==> src/hw/rtl/sorted_top_k_score_table_top_assert.svh <==
// Assertion helpers for the score table top level.
`ifndef SORTED_TOP_K_SCORE_TABLE_TOP_ASSERT_SVH
`define SORTED_TOP_K_SCORE_TABLE_TOP_ASSERT_SVH

// Same-cycle implication, checked out of reset.
`define STK_ASSERT_IMPLY(lbl, pre, post, msg) \
  lbl: assert property (@(posedge clk) disable iff (!rst_n) (pre) |-> (post)) \
    else $error(msg);

// Next-cycle implication, checked out of reset.
`define STK_ASSERT_NEXT(lbl, pre, post, msg) \
  lbl: assert property (@(posedge clk) disable iff (!rst_n) (pre) |=> (post)) \
    else $error(msg);

`endif

==> src/hw/rtl/stk_pkg.sv <==
package stk_pkg;

  localparam int NAME_W  = 64;
  localparam int SCORE_W = 32;
  localparam int RIDX_W  = 4;
  localparam int POS_W   = 4;
  localparam int COUNT_W = 5;
  localparam int CFG_W   = 5;

  localparam logic [CFG_W-1:0] MAX_ENTRIES_RESET = 5'd10;

  localparam logic OP_INSERT = 1'b0;
  localparam logic OP_READ   = 1'b1;

  // Item classes decided by the front end.
  localparam logic [1:0] CLS_INSERT = 2'd0;
  localparam logic [1:0] CLS_READ   = 2'd1;
  localparam logic [1:0] CLS_NOP    = 2'd2;

  typedef struct packed {
    logic [1:0]                cls;
    logic [RIDX_W-1:0]         read_index;
    logic [NAME_W-1:0]         name_tag;
    logic signed [SCORE_W-1:0] new_score;
  } cmd_t;

  typedef struct packed {
    logic                      placed;
    logic [POS_W-1:0]          position;
    logic                      entry_valid;
    logic [NAME_W-1:0]         entry_name;
    logic signed [SCORE_W-1:0] entry_score;
    logic [COUNT_W-1:0]        entry_count;
  } res_t;

endpackage

==> src/hw/rtl/stk_front.sv <==
module stk_front #(
  parameter int TAG_BITS = 64
) (
  input  logic                                       clk,
  input  logic                                       rst_n,
  input  logic                                       in_push,
  output logic                                       in_full,
  input  logic                                       in_operation,
  input  logic [stk_pkg::RIDX_W-1:0]                 in_read_index,
  input  logic [stk_pkg::NAME_W-1:0]                 in_name_tag,
  input  logic signed [stk_pkg::SCORE_W-1:0]         in_new_score,
  output logic                                       cmd_empty,
  input  logic                                       cmd_pop,
  output stk_pkg::cmd_t                              cmd_out
);

  localparam logic [stk_pkg::NAME_W-1:0] TAG_MASK =
    {stk_pkg::NAME_W{1'b1}} >> (stk_pkg::NAME_W - TAG_BITS);

  stk_pkg::cmd_t q_r [2];
  logic          wr_ptr_r, wr_ptr_nxt;
  logic          rd_ptr_r, rd_ptr_nxt;
  logic [1:0]    cnt_r, cnt_nxt;
  logic          push_ok;
  stk_pkg::cmd_t cmd_new;

  assign in_full   = (cnt_r == 2'd2);
  assign cmd_empty = (cnt_r == 2'd0);
  assign push_ok   = in_push && !in_full;
  assign cmd_out   = q_r[rd_ptr_r];

  always_comb begin
    cmd_new.read_index = in_read_index;
    cmd_new.name_tag   = in_name_tag & TAG_MASK;
    cmd_new.new_score  = in_new_score;
    if (in_operation == stk_pkg::OP_READ) begin
      cmd_new.cls = stk_pkg::CLS_READ;
    end else if (in_new_score == '0) begin
      cmd_new.cls = stk_pkg::CLS_NOP;
    end else begin
      cmd_new.cls = stk_pkg::CLS_INSERT;
    end
  end

  always_comb begin
    wr_ptr_nxt = wr_ptr_r ^ push_ok;
    rd_ptr_nxt = rd_ptr_r ^ (cmd_pop && !cmd_empty);
    cnt_nxt    = cnt_r + 2'(push_ok) - 2'(cmd_pop && !cmd_empty);
  end

  always_ff @(posedge clk) begin
    if (!rst_n) begin
      wr_ptr_r <= 1'b0;
      rd_ptr_r <= 1'b0;
      cnt_r    <= 2'd0;
    end else begin
      wr_ptr_r <= wr_ptr_nxt;
      rd_ptr_r <= rd_ptr_nxt;
      cnt_r    <= cnt_nxt;
    end
  end

  always_ff @(posedge clk) begin
    if (push_ok) begin
      q_r[wr_ptr_r] <= cmd_new;
    end
  end

endmodule

==> src/hw/rtl/stk_table.sv <==
module stk_table #(
  parameter int CAPACITY = 16,
  parameter int TAG_BITS = 64
) (
  input  logic                           clk,
  input  logic                           rst_n,
  input  logic                           cfg_we,
  input  logic [stk_pkg::CFG_W-1:0]      cfg_data,
  input  logic                           cmd_empty,
  output logic                           cmd_pop,
  input  stk_pkg::cmd_t                  cmd_in,
  input  logic                           res_full,
  output logic                           res_push,
  output stk_pkg::res_t                  res_out
);

  localparam int IDX_W = $clog2(CAPACITY);
  localparam int CNT_W = $clog2(CAPACITY + 1);

  localparam logic [1:0] ST_IDLE = 2'd0;
  localparam logic [1:0] ST_CMP  = 2'd1;
  localparam logic [1:0] ST_EXEC = 2'd2;

  logic [1:0]                        state_r, state_nxt;
  stk_pkg::cmd_t                     cmd_r, cmd_nxt;
  logic [CAPACITY-1:0]               gt_r, gt_nxt;
  logic [CNT_W-1:0]                  held_r, held_nxt;
  logic [IDX_W-1:0]                  latest_r, latest_nxt;
  logic [stk_pkg::CFG_W-1:0]         max_r;

  logic [TAG_BITS-1:0]               tag_r   [CAPACITY];
  logic signed [stk_pkg::SCORE_W-1:0] score_r [CAPACITY];

  logic [CNT_W-1:0]    limit;
  logic                grow;
  logic                any_gt;
  logic [IDX_W-1:0]    first_gt;
  logic [CAPACITY-1:0] ahead;
  logic [CAPACITY-1:0] ins;
  logic [CAPACITY-1:0] shift;
  logic                do_insert;
  logic [IDX_W-1:0]    rd_idx;
  logic                rd_hit;

  function automatic logic [IDX_W-1:0] first_set(input logic [CAPACITY-1:0] v);
    logic [IDX_W-1:0] pos;
    pos = '0;
    for (int i = CAPACITY - 1; i >= 0; i--) begin
      if (v[i]) begin
        pos = IDX_W'(i);
      end
    end
    return pos;
  endfunction

  always_comb begin
    if (32'(max_r) > 32'(CAPACITY)) begin
      limit = CNT_W'(CAPACITY);
    end else begin
      limit = CNT_W'(max_r);
    end
  end

  assign grow     = (held_r < limit);
  assign any_gt   = |gt_r;
  assign first_gt = first_set(gt_r);

  // ahead[a]: the new entry lands above slot a, so slot a takes its upper neighbor
  always_comb begin
    ahead[0] = 1'b0;
    for (int a = 1; a < CAPACITY; a++) begin
      ahead[a] = ahead[a-1] | gt_r[a-1];
    end
  end

  always_comb begin
    for (int a = 0; a < CAPACITY; a++) begin
      ins[a]   = (gt_r[a] && !ahead[a]) ||
                 (!any_gt && grow && (CNT_W'(a) == held_r));
      shift[a] = ahead[a] && (CNT_W'(a) < held_nxt);
    end
  end

  assign rd_idx = IDX_W'(cmd_r.read_index);
  assign rd_hit = (32'(cmd_r.read_index) < 32'(held_r));

  assign do_insert = (state_r == ST_EXEC) && (cmd_r.cls == stk_pkg::CLS_INSERT);

  always_comb begin
    state_nxt  = state_r;
    cmd_nxt    = cmd_r;
    gt_nxt     = gt_r;
    held_nxt   = held_r;
    latest_nxt = latest_r;
    cmd_pop    = 1'b0;
    res_push   = 1'b0;
    unique case (state_r)
      ST_IDLE: begin
        // output queue room is checked here; only this engine fills it
        if (!cmd_empty && !res_full) begin
          cmd_pop   = 1'b1;
          cmd_nxt   = cmd_in;
          state_nxt = ST_CMP;
        end
      end
      ST_CMP: begin
        for (int i = 0; i < CAPACITY; i++) begin
          gt_nxt[i] = (CNT_W'(i) < held_r) && (cmd_r.new_score > score_r[i]);
        end
        state_nxt = ST_EXEC;
      end
      ST_EXEC: begin
        res_push  = 1'b1;
        state_nxt = ST_IDLE;
        if (cmd_r.cls == stk_pkg::CLS_INSERT) begin
          held_nxt = held_r + CNT_W'(grow);
          if (any_gt) begin
            latest_nxt = first_gt;
          end else if (grow) begin
            latest_nxt = IDX_W'(held_r);
          end else if (held_r == '0) begin
            latest_nxt = '0;
          end else begin
            latest_nxt = IDX_W'(held_r - CNT_W'(1));
          end
        end
      end
      default: begin
        state_nxt = ST_IDLE;
      end
    endcase
  end

  always_comb begin
    res_out.placed      = 1'b0;
    res_out.position    = stk_pkg::POS_W'(latest_nxt);
    res_out.entry_valid = 1'b0;
    res_out.entry_name  = '0;
    res_out.entry_score = '0;
    res_out.entry_count = stk_pkg::COUNT_W'(held_nxt);
    if (cmd_r.cls == stk_pkg::CLS_INSERT) begin
      res_out.placed = any_gt || grow;
    end else if (cmd_r.cls == stk_pkg::CLS_READ && rd_hit) begin
      res_out.entry_valid = 1'b1;
      res_out.entry_name  = stk_pkg::NAME_W'(tag_r[rd_idx]);
      res_out.entry_score = score_r[rd_idx];
    end
  end

  always_ff @(posedge clk) begin
    if (!rst_n) begin
      state_r  <= ST_IDLE;
      held_r   <= '0;
      latest_r <= '0;
      max_r    <= stk_pkg::MAX_ENTRIES_RESET;
    end else begin
      state_r  <= state_nxt;
      held_r   <= held_nxt;
      latest_r <= latest_nxt;
      if (cfg_we) begin
        max_r <= cfg_data;
      end
    end
  end

  always_ff @(posedge clk) begin
    cmd_r <= cmd_nxt;
    gt_r  <= gt_nxt;
  end

  always_ff @(posedge clk) begin
    if (do_insert) begin
      if (ins[0]) begin
        tag_r[0]   <= cmd_r.name_tag[TAG_BITS-1:0];
        score_r[0] <= cmd_r.new_score;
      end
      for (int a = 1; a < CAPACITY; a++) begin
        if (ins[a]) begin
          tag_r[a]   <= cmd_r.name_tag[TAG_BITS-1:0];
          score_r[a] <= cmd_r.new_score;
        end else if (shift[a]) begin
          tag_r[a]   <= tag_r[a-1];
          score_r[a] <= score_r[a-1];
        end
      end
    end
  end

endmodule

==> src/hw/rtl/stk_outq.sv <==
module stk_outq (
  input  logic                               clk,
  input  logic                               rst_n,
  input  logic                               res_push,
  input  stk_pkg::res_t                      res_in,
  output logic                               res_full,
  output logic                               out_empty,
  input  logic                               out_pop,
  output logic                               out_placed,
  output logic [stk_pkg::POS_W-1:0]          out_position,
  output logic                               out_entry_valid,
  output logic [stk_pkg::NAME_W-1:0]         out_entry_name,
  output logic signed [stk_pkg::SCORE_W-1:0] out_entry_score,
  output logic [stk_pkg::COUNT_W-1:0]        out_entry_count
);

  stk_pkg::res_t q_r [2];
  stk_pkg::res_t head;
  logic          wr_ptr_r, wr_ptr_nxt;
  logic          rd_ptr_r, rd_ptr_nxt;
  logic [1:0]    cnt_r, cnt_nxt;
  logic          push_ok;
  logic          pop_ok;

  assign res_full  = (cnt_r == 2'd2);
  assign out_empty = (cnt_r == 2'd0);
  assign push_ok   = res_push && !res_full;
  assign pop_ok    = out_pop && !out_empty;
  assign head      = q_r[rd_ptr_r];

  assign out_placed      = head.placed;
  assign out_position    = head.position;
  assign out_entry_valid = head.entry_valid;
  assign out_entry_name  = head.entry_name;
  assign out_entry_score = head.entry_score;
  assign out_entry_count = head.entry_count;

  always_comb begin
    wr_ptr_nxt = wr_ptr_r ^ push_ok;
    rd_ptr_nxt = rd_ptr_r ^ pop_ok;
    cnt_nxt    = cnt_r + 2'(push_ok) - 2'(pop_ok);
  end

  always_ff @(posedge clk) begin
    if (!rst_n) begin
      wr_ptr_r <= 1'b0;
      rd_ptr_r <= 1'b0;
      cnt_r    <= 2'd0;
    end else begin
      wr_ptr_r <= wr_ptr_nxt;
      rd_ptr_r <= rd_ptr_nxt;
      cnt_r    <= cnt_nxt;
    end
  end

  always_ff @(posedge clk) begin
    if (push_ok) begin
      q_r[wr_ptr_r] <= res_in;
    end
  end

endmodule

==> src/hw/rtl/sorted_top_k_score_table_top.sv <==
// Sorted top-k score table. Inserts keep the table ordered by score, highest
// first; a tie goes behind the entries already held. Each beat pushed in gives
// exactly one result beat. A two-deep command queue feeds a table engine that
// handles each item in turn (load, compare against all entries, then
// shift-insert or read) and takes no new item before the last is done.
// Results wait in a two-deep output queue. max_entries resets to 10 and is
// written through cfg_ (always ready); the user must write it only while no
// item is in flight, since the block itself does not enforce this.
`include "sorted_top_k_score_table_top_assert.svh"

module sorted_top_k_score_table_top #(
  parameter int CAPACITY = 16,
  parameter int TAG_BITS = 64
) (
  input  logic                               clk,
  input  logic                               rst_n,
  input  logic                               in_push,
  output logic                               in_full,
  input  logic                               in_operation,
  input  logic [stk_pkg::RIDX_W-1:0]         in_read_index,
  input  logic [stk_pkg::NAME_W-1:0]         in_name_tag,
  input  logic signed [stk_pkg::SCORE_W-1:0] in_new_score,
  output logic                               out_empty,
  input  logic                               out_pop,
  output logic                               out_placed,
  output logic [stk_pkg::POS_W-1:0]          out_position,
  output logic                               out_entry_valid,
  output logic [stk_pkg::NAME_W-1:0]         out_entry_name,
  output logic signed [stk_pkg::SCORE_W-1:0] out_entry_score,
  output logic [stk_pkg::COUNT_W-1:0]        out_entry_count,
  input  logic                               cfg_valid,
  output logic                               cfg_ready,
  input  logic [stk_pkg::CFG_W-1:0]          cfg_max_entries
);

  logic          cmd_empty;
  logic          cmd_pop;
  stk_pkg::cmd_t cmd;
  logic          res_full;
  logic          res_push;
  stk_pkg::res_t res;

  assign cfg_ready = 1'b1;

  stk_front #(
    .TAG_BITS (TAG_BITS)
  ) u_front (
    .clk           (clk),
    .rst_n         (rst_n),
    .in_push       (in_push),
    .in_full       (in_full),
    .in_operation  (in_operation),
    .in_read_index (in_read_index),
    .in_name_tag   (in_name_tag),
    .in_new_score  (in_new_score),
    .cmd_empty     (cmd_empty),
    .cmd_pop       (cmd_pop),
    .cmd_out       (cmd)
  );

  stk_table #(
    .CAPACITY (CAPACITY),
    .TAG_BITS (TAG_BITS)
  ) u_table (
    .clk       (clk),
    .rst_n     (rst_n),
    .cfg_we    (cfg_valid && cfg_ready),
    .cfg_data  (cfg_max_entries),
    .cmd_empty (cmd_empty),
    .cmd_pop   (cmd_pop),
    .cmd_in    (cmd),
    .res_full  (res_full),
    .res_push  (res_push),
    .res_out   (res)
  );

  stk_outq u_outq (
    .clk             (clk),
    .rst_n           (rst_n),
    .res_push        (res_push),
    .res_in          (res),
    .res_full        (res_full),
    .out_empty       (out_empty),
    .out_pop         (out_pop),
    .out_placed      (out_placed),
    .out_position    (out_position),
    .out_entry_valid (out_entry_valid),
    .out_entry_name  (out_entry_name),
    .out_entry_score (out_entry_score),
    .out_entry_count (out_entry_count)
  );

  // engine never produces into a full result queue
  `STK_ASSERT_IMPLY(a_no_res_overflow, res_push, !res_full, "result pushed into full queue")
  // a beat is taken from the command queue only when one is there, and work follows
  `STK_ASSERT_NEXT(a_pop_starts_work, cmd_pop, !cmd_pop && !res_push, "engine overlapped items")
  `STK_ASSERT_IMPLY(a_place_or_read, res_push, !(res.placed && res.entry_valid),
                    "result both placed and read")
  `STK_ASSERT_IMPLY(a_invalid_read_zero, res_push && !res.entry_valid,
                    res.entry_name == '0 && res.entry_score == '0,
                    "invalid read returned nonzero data")

endmodule

==> config.mk <==
export PLATFORM = sky130hd
export DESIGN_NAME = sorted_top_k_score_table_top
export DESIGN_NICKNAME = d
export VERILOG_FILES = /design/src/hw/rtl/stk_pkg.sv /design/src/hw/rtl/stk_front.sv /design/src/hw/rtl/stk_table.sv /design/src/hw/rtl/stk_outq.sv /design/src/hw/rtl/sorted_top_k_score_table_top.sv
export VERILOG_INCLUDE_DIRS = /design/src /design/src/hw/rtl
export SDC_FILE = /design/constraint.sdc
export NUM_CORES = 2
export LEC_CHECK = 0
export BUFFER_PORTS_ARGS = -buffer_cell sky130_fd_sc_hd__buf_2
export CAP_MARGIN = 30
export CORE_MARGIN = 5
export CORE_UTILIZATION = 55
export CTS_CLUSTER_SIZE = 12
export DETAILED_ROUTE_END_ITERATION = 8
export PLACE_DENSITY = 0.84
export SYNTH_ARGS = -nofsm -noshare
export SYNTH_HDL_FRONTEND = slang
export SYNTH_HIERARCHICAL = 1
export SYNTH_SLANG_ARGS = --single-unit
export TNS_END_PERCENT = 10
==> constraint.sdc <==
create_clock -name clk -period 13.7 [get_ports clk]
set_input_delay 2.74 -clock clk [delete_from_list [all_inputs] [get_ports clk]]
set_output_delay 2.74 -clock clk [all_outputs]
set_load 0.005 [all_outputs]
# Word-level counts from Yosys, hierarchy flattened

Memories as Yosys holds them, arrays and structs flattened. A register that Yosys moved wholly into a read port is not among the register bits.
Cells that the tools add are included.

Reductions and logical operators: 115
$add $sub $neg: 6
Muxes and demuxes: 177
Bitwise operators: 48
Magnitude comparators: 50
Eq/ne operators: 21

Operators with widths:

| cell                                                                 | count |
|---|---|
| 64-bit 2-to-1 mux                                                    | 15 |
| 32-bit greater-than comparator                                       | 16 |
| 32-bit 2-to-1 mux                                                    | 15 |
| 97-bit 2-to-1 mux                                                    | 2 |
| 1-bit 2-to-1 mux                                                     | 117 |
| 4-bit 2-to-1 mux                                                     | 21 |
| 4-bit by 5-bit < comparator with 1-bit output (first input constant) | 16 |
| 1-bit logical AND                                                    | 70 |
| 1-bit bitwise OR                                                     | 44 |
| 4-bit by 5-bit == test with 1-bit output (first input constant)      | 8 |
| 3-bit by 5-bit < comparator with 1-bit output (first input constant) | 8 |
| 32-bit logical NOT                                                   | 1 |
| 3-bit by 5-bit == test with 1-bit output (first input constant)      | 4 |
| 1-bit logical NOT                                                    | 20 |
| 2-bit by 5-bit < comparator with 1-bit output (first input constant) | 4 |
| 1-bit logical OR                                                     | 17 |
| 16-bit OR reduction                                                  | 1 |
| 1-bit by 5-bit < comparator with 1-bit output (first input constant) | 3 |
| 5-bit 2-to-1 mux                                                     | 3 |
| 2-bit by 5-bit == test with 1-bit output (first input constant)      | 2 |
| 2-bit logical NOT                                                    | 4 |
| 2-bit == test (second input constant)                                | 3 |
| 2-bit 2-to-1 mux                                                     | 3 |
| 5-bit by 1-bit adder with 5-bit output                               | 1 |
| 13 further kinds                                                     | 19 |

Output and inout bits: 110
Memories: 4
RAM bits: 1954
Bits in registers: 40

Memories:

| memory          | depth | width | rd ports | clocked after Yosys merged registers in | wr ports | RTL line        | source |
|---|---|---|---|---|---|---|---|
| u_table.tag_r   | 16    | 64    | 16       | 0                                       | 16       | stk_table.sv:31 | `logic [TAG_BITS-1:0] tag_r [CAPACITY];` |
| u_table.score_r | 16    | 32    | 17       | 0                                       | 16       | stk_table.sv:32 | `logic signed [stk_pkg::SCORE_W-1:0] score_r [CAPACITY];` |
| u_outq.q_r      | 2     | 107   | 1        | 1                                       | 1        | stk_outq.sv:17  | `stk_pkg::res_t q_r [2];` |
| u_front.q_r     | 2     | 102   | 1        | 1                                       | 1        | stk_front.sv:20 | `stk_pkg::cmd_t q_r [2];` |

# Depth between registers and ports, before layout

Depth in word-level cells: 21
Depth in mapped cells: 18

# Cells and area by module

Netlist, hierarchy kept.

By module, submodules not included:

| module                       | cells each | instances | area each (sq um) |
|---|---|---|---|
| stk_table                    | 6320       | 1         | 94117.8 |
| stk_outq                     | 358        | 1         | 8095.3 |
| stk_front                    | 354        | 1         | 7997.7 |
| sorted_top_k_score_table_top | 2          | 1         | 11.3 |

# Worst setup path before layout

Ideal clock, no wire load.

Kind: register -> register
From: register u_table.gt_r[0]
To: memory u_table/score_r[12][0] (netlist name) (enable)
Arrival: 13.258 ns
Cell stages (with the launch flop): 9
Setup slack: -0.437 ns
Setup time: 0.879 ns
Cell sequence: edfxtp_1 -> buf_6 -> or4_1 -> buf_2 -> nor3_1 -> nand3_1 -> a21oi_1 -> nand2_1 -> o311ai_0

RTL lines:

| what                   | RTL line         | source |
|---|---|---|
| from (decl)            | stk_table.sv:26  | `logic [CAPACITY-1:0] gt_r, gt_nxt;` |
| from (signal assigned) | stk_table.sv:168 | `gt_r <= gt_nxt;` |
| to (decl)              | stk_table.sv:32  |  |

==> impl_metrics.csv <==
group,metric,value,unit
status,status,"completed",
cts,clock_latency,0.91,ns
setup_path,r2r_start,"u_table/held_r[4]$_SDFF_PN0_",
cts,cts_setup_buffers,0,
drt,drtIter0Drc,8564,
placement,gp_congestion,0.940,
global_route,first_global_vias,69000,
drt,drt_wl_total,312000,um
drt,via_per_inst,6.75,
timing,min_period_over_period,47.4,%
cts,cts_tree,"done",
setup_path,slowest_stage,"dfxtp_1",
cells_and_area,num-nets-final,7845,
power,leakage,43.4,nW
floorplan,start_util,55.2,%
power,p_per_area,183,nW/um^2
cells_and_area,finalInstanceArea,121000,um^2
setup_path,setup.worst_path.start_class,"register",
drt,met1Wirelength,111000,um
synth,netlist_area,110000,um^2
setup_path,path_class,"reg -> reg",
setup_path,crit_buf_inv,2,
timing,max_freq,0.154,GHz
worst_hold_path,whs_path_depth,2,
floorplan,row_count,164,
drt,dr_wl_met3,34200,um
synth,syn_area_per_cell,15.7,um^2
drt,top_layer,"met5",
timing,hold-worst-slack,0.492,ns
cts,clockBufferDepth,3,
timing,slew-limit-headroom,27.5,%
global_route,grt_pass1_wl,457000,um
setup_path,critPathArrivalTime,6.97,ns
cts,cts_sinks,2102,
placement,dp_hpwl,194000,um
timing,finalHoldViolCount,0,
synth,synthTopCellsByCount,"2072 x edfxtp_1, 1398 x mux2_2, 545 x inv_1",
cts,clk_pin_slew,0.06,ns
synth,synth_area_leader_cell,"edfxtp_1",
floorplan,die_h,458,um
drt,vias,67600,
timing,post-route-min-period,6.49,ns
synth,syn_inst,7034,
worst_hold_path,hp-start,"u_outq/rd_ptr_r$_SDFF_PN0_",
cts,cts_resized,0,
synth,synth-async-reset-ratio,0,%
setup_path,cp_max_fo,48,
drt,drtPass1Iterations,6,
setup_path,worstPathRequired,14.18,ns
synth,synth_nets,7678,
floorplan,die-width,458,um
global_route,grt_usage,29.2,%
cts,numCtsBuffers,216,
global_route,grt_overflow_total,0,
timing,finalSetupTns,0,ns
synth,yosys.area.top_type_share,56.4,%
floorplan,ioPinCount,221,
setup_path,ff2ff_setup_slack,7.21,ns
floorplan,die-area,209000,um^2
setup_path,reg2reg_to,"u_table/tag_r[14][5]$_DFFE_PP_",
setup_path,cp-end-kind,"register",
cells_and_area,area.growth.synth_to_final,9.88,%
timing,finalMaxSlewViolations,0,
cells_and_area,drive_gt1_share,36.9,%
drt,wire_per_inst,31.2,um
timing,worst_pin_slew,1.08,ns
synth,synth_flop_cell,"edfxtp_1",
global_route,grt_max_degree,129,
setup_path,cpLargestDelayFamily,"compound AO/OA/AOI/OAI gates",
run,cap_violations,0,
placement,dpl_cell_area,114000,um^2
synth,yosysWarningCount,6,
synth,synth_seq_cells,2102,
drt,wl_met2,148000,um
setup_path,cpPeakStageDelay,0.91,ns
synth,yosysMostFrequentCell,"edfxtp_1",
floorplan,core_area,200000,um^2
synth,synth_edf_count,2072,
global_route,antenna_found_initial,11,
power,ir_drop,206,uV
synth,synth.distinct_cells,83,
synth,synthTopCellsByArea,"edfxtp_1 56%, mux2_2 14%, mux4_2 9.8%",
placement,placement.io_buffers,219,
cts,htree_num_levels,4,
drt,antenna_left,0,
synth,seq_area_frac_synth,57.0,%
timing,finalSetupViolations,0,
cts,cts_hold_buf,0,
timing,rsz0062_at_grt,"no",
drt,drc_errors,0,
setup_path,crit_chain,"ha_1 > o21ai_0 > nand2b_1 > nand2_1 > ha_1 > ha_1 > nand2_1 > a21oi_1 > a2bb2oi_1 > nand2b_1 > o21a_4 > o21bai_4 > buf_4 > buf_4",
setup_path,path_common_cell,"ha_1",
worst_hold_path,hp-class,"reg -> reg",
setup_path,crit_start,"u_table/held_r[4]$_SDFF_PN0_",
setup_path,reg2reg_depth,14,
timing,skew,0.0545,ns
cts,clockRootBuffer,"clkbuf_16",
[where the power goes]
part	leakage, nW	internal, mW	switching (mW)
Sequential	19.1	8.13	0.558
Combinational	21.2	3.93	4.04
Clock	3.12	3.01	2.51
Total	43.4	15.1	7.10
[through the flow]
step / utilization (%) / cells / setup WS (ns) / total power, mW
after floorplan: - / 7034 / 0.193 / 14.3
after CTS: 60.6 / 9996 / 7.29 / 22.2
after global routing: 60.7 / 10000 / 6.91 / 23.1
after detailed placement: 57.3 / 9631 / 7.35 / 16.6
final: 60.7 / 10000 / 7.21 / 22.2
after global placement: 57.3 / 9621 / 7.27 / 16.3
[sequential cells by signal, indices dropped and copies added (netlist names), 4 cells and up, named ones only]
signal and flops:
u_table/max_r 5, u_table/latest_r 4, u_front/q_r 204, u_table/tag_r 1024, u_table/held_r 5, u_table/gt_r 16
u_table/rd_idx 4, u_outq/q_r 214, u_table/score_r 512, u_table/cmd_r 98
[worst reg2reg max path, delay by kind of cell (launching register included)]
kind,cells,cell delay (ns)
AO/OA/AOI/OAI,5,1.74
buffers and inverters,2,1.54
adder cells (fa/ha/maj),3,1.00
flip-flops,1,0.91
AND/OR/NAND/NOR,4,0.86
[metal layers]
layer | vias up | track usage [%]
met5 | - | 0
met4 | 6 | 15.8
met3 | 832 | 6.65
met2 | 4437 | 46.5
met1 | 34500 | 37.4
li1 | 27800 | -
[area by class of cell]
cell class,instances,area (um^2)
Multi-Input combinational cell,3961,43900
Fill cell,14100,78500
Sequential cell,2102,62800
Clock buffer,275,5680
Antenna cell,4,10.0
Timing Repair Buffer,373,2560
Clock inverter,90,777
Tap cell,2656,3320
Inverter,547,2050
[cells by family (layout without fill, tap and decap cells)]
logic type	count (synthesis)	after routing	synth area share, %
AO/OA/AOI/OAI	623	623	3.51
other	1	5	0.00340
multiplexers	2049	2049	26.3
flip-flops	2102	2102	57.0
adder cells (fa/ha/maj)	533	533	6.05
XOR/XNOR	8	8	0.0761
buffers and inverters	971	1285	3.54
AND/OR/NAND/NOR	747	747	3.53
[worst max path at each step]
stage	slack, ns	cells past startpoint	to
2_1_floorplan	0.19	6	u_table/score_r[10][0]$_DFFE_PP_
3_3_place_gp	7.27	15	u_table/tag_r[7][10]$_DFFE_PP_
3_5_place_dp	7.35	14	u_table/score_r[14][11]$_DFFE_PP_
4_1_cts	7.29	14	u_table/tag_r[14][5]$_DFFE_PP_
5_1_grt	6.91	14	u_table/tag_r[14][5]$_DFFE_PP_
6_report	7.21	14	u_table/tag_r[14][5]$_DFFE_PP_
[placed cells by master, fill, tap and decap left out, drive strengths merged, types with 11 or more instances in the layout]
| cell | n |
|---|---|
| a31oi | 19 |
| o21bai | 11 |
| dfxtp | 30 |
| o211ai | 17 |
| nor3 | 28 |
| o21a | 16 |
| clkinv | 72 |
| ha | 533 |
| mux2i | 14 |
| a21oi | 173 |
| o21ai | 194 |
| buf | 370 |
| nand4 | 82 |
| nand3 | 58 |
| nor2b | 123 |
| a2111oi | 12 |
| a211oi | 42 |
| nand2b | 18 |
| mux2 | 1555 |
| and3 | 21 |
| o31ai | 11 |
| a21o | 48 |
| inv | 556 |
| and4 | 16 |
| nor4 | 31 |
| nand2 | 225 |
| nor2 | 98 |
| clkbuf | 276 |
| mux4 | 480 |
| edfxtp | 2072 |
Note: power is estimated with default switching activity, not from simulation.
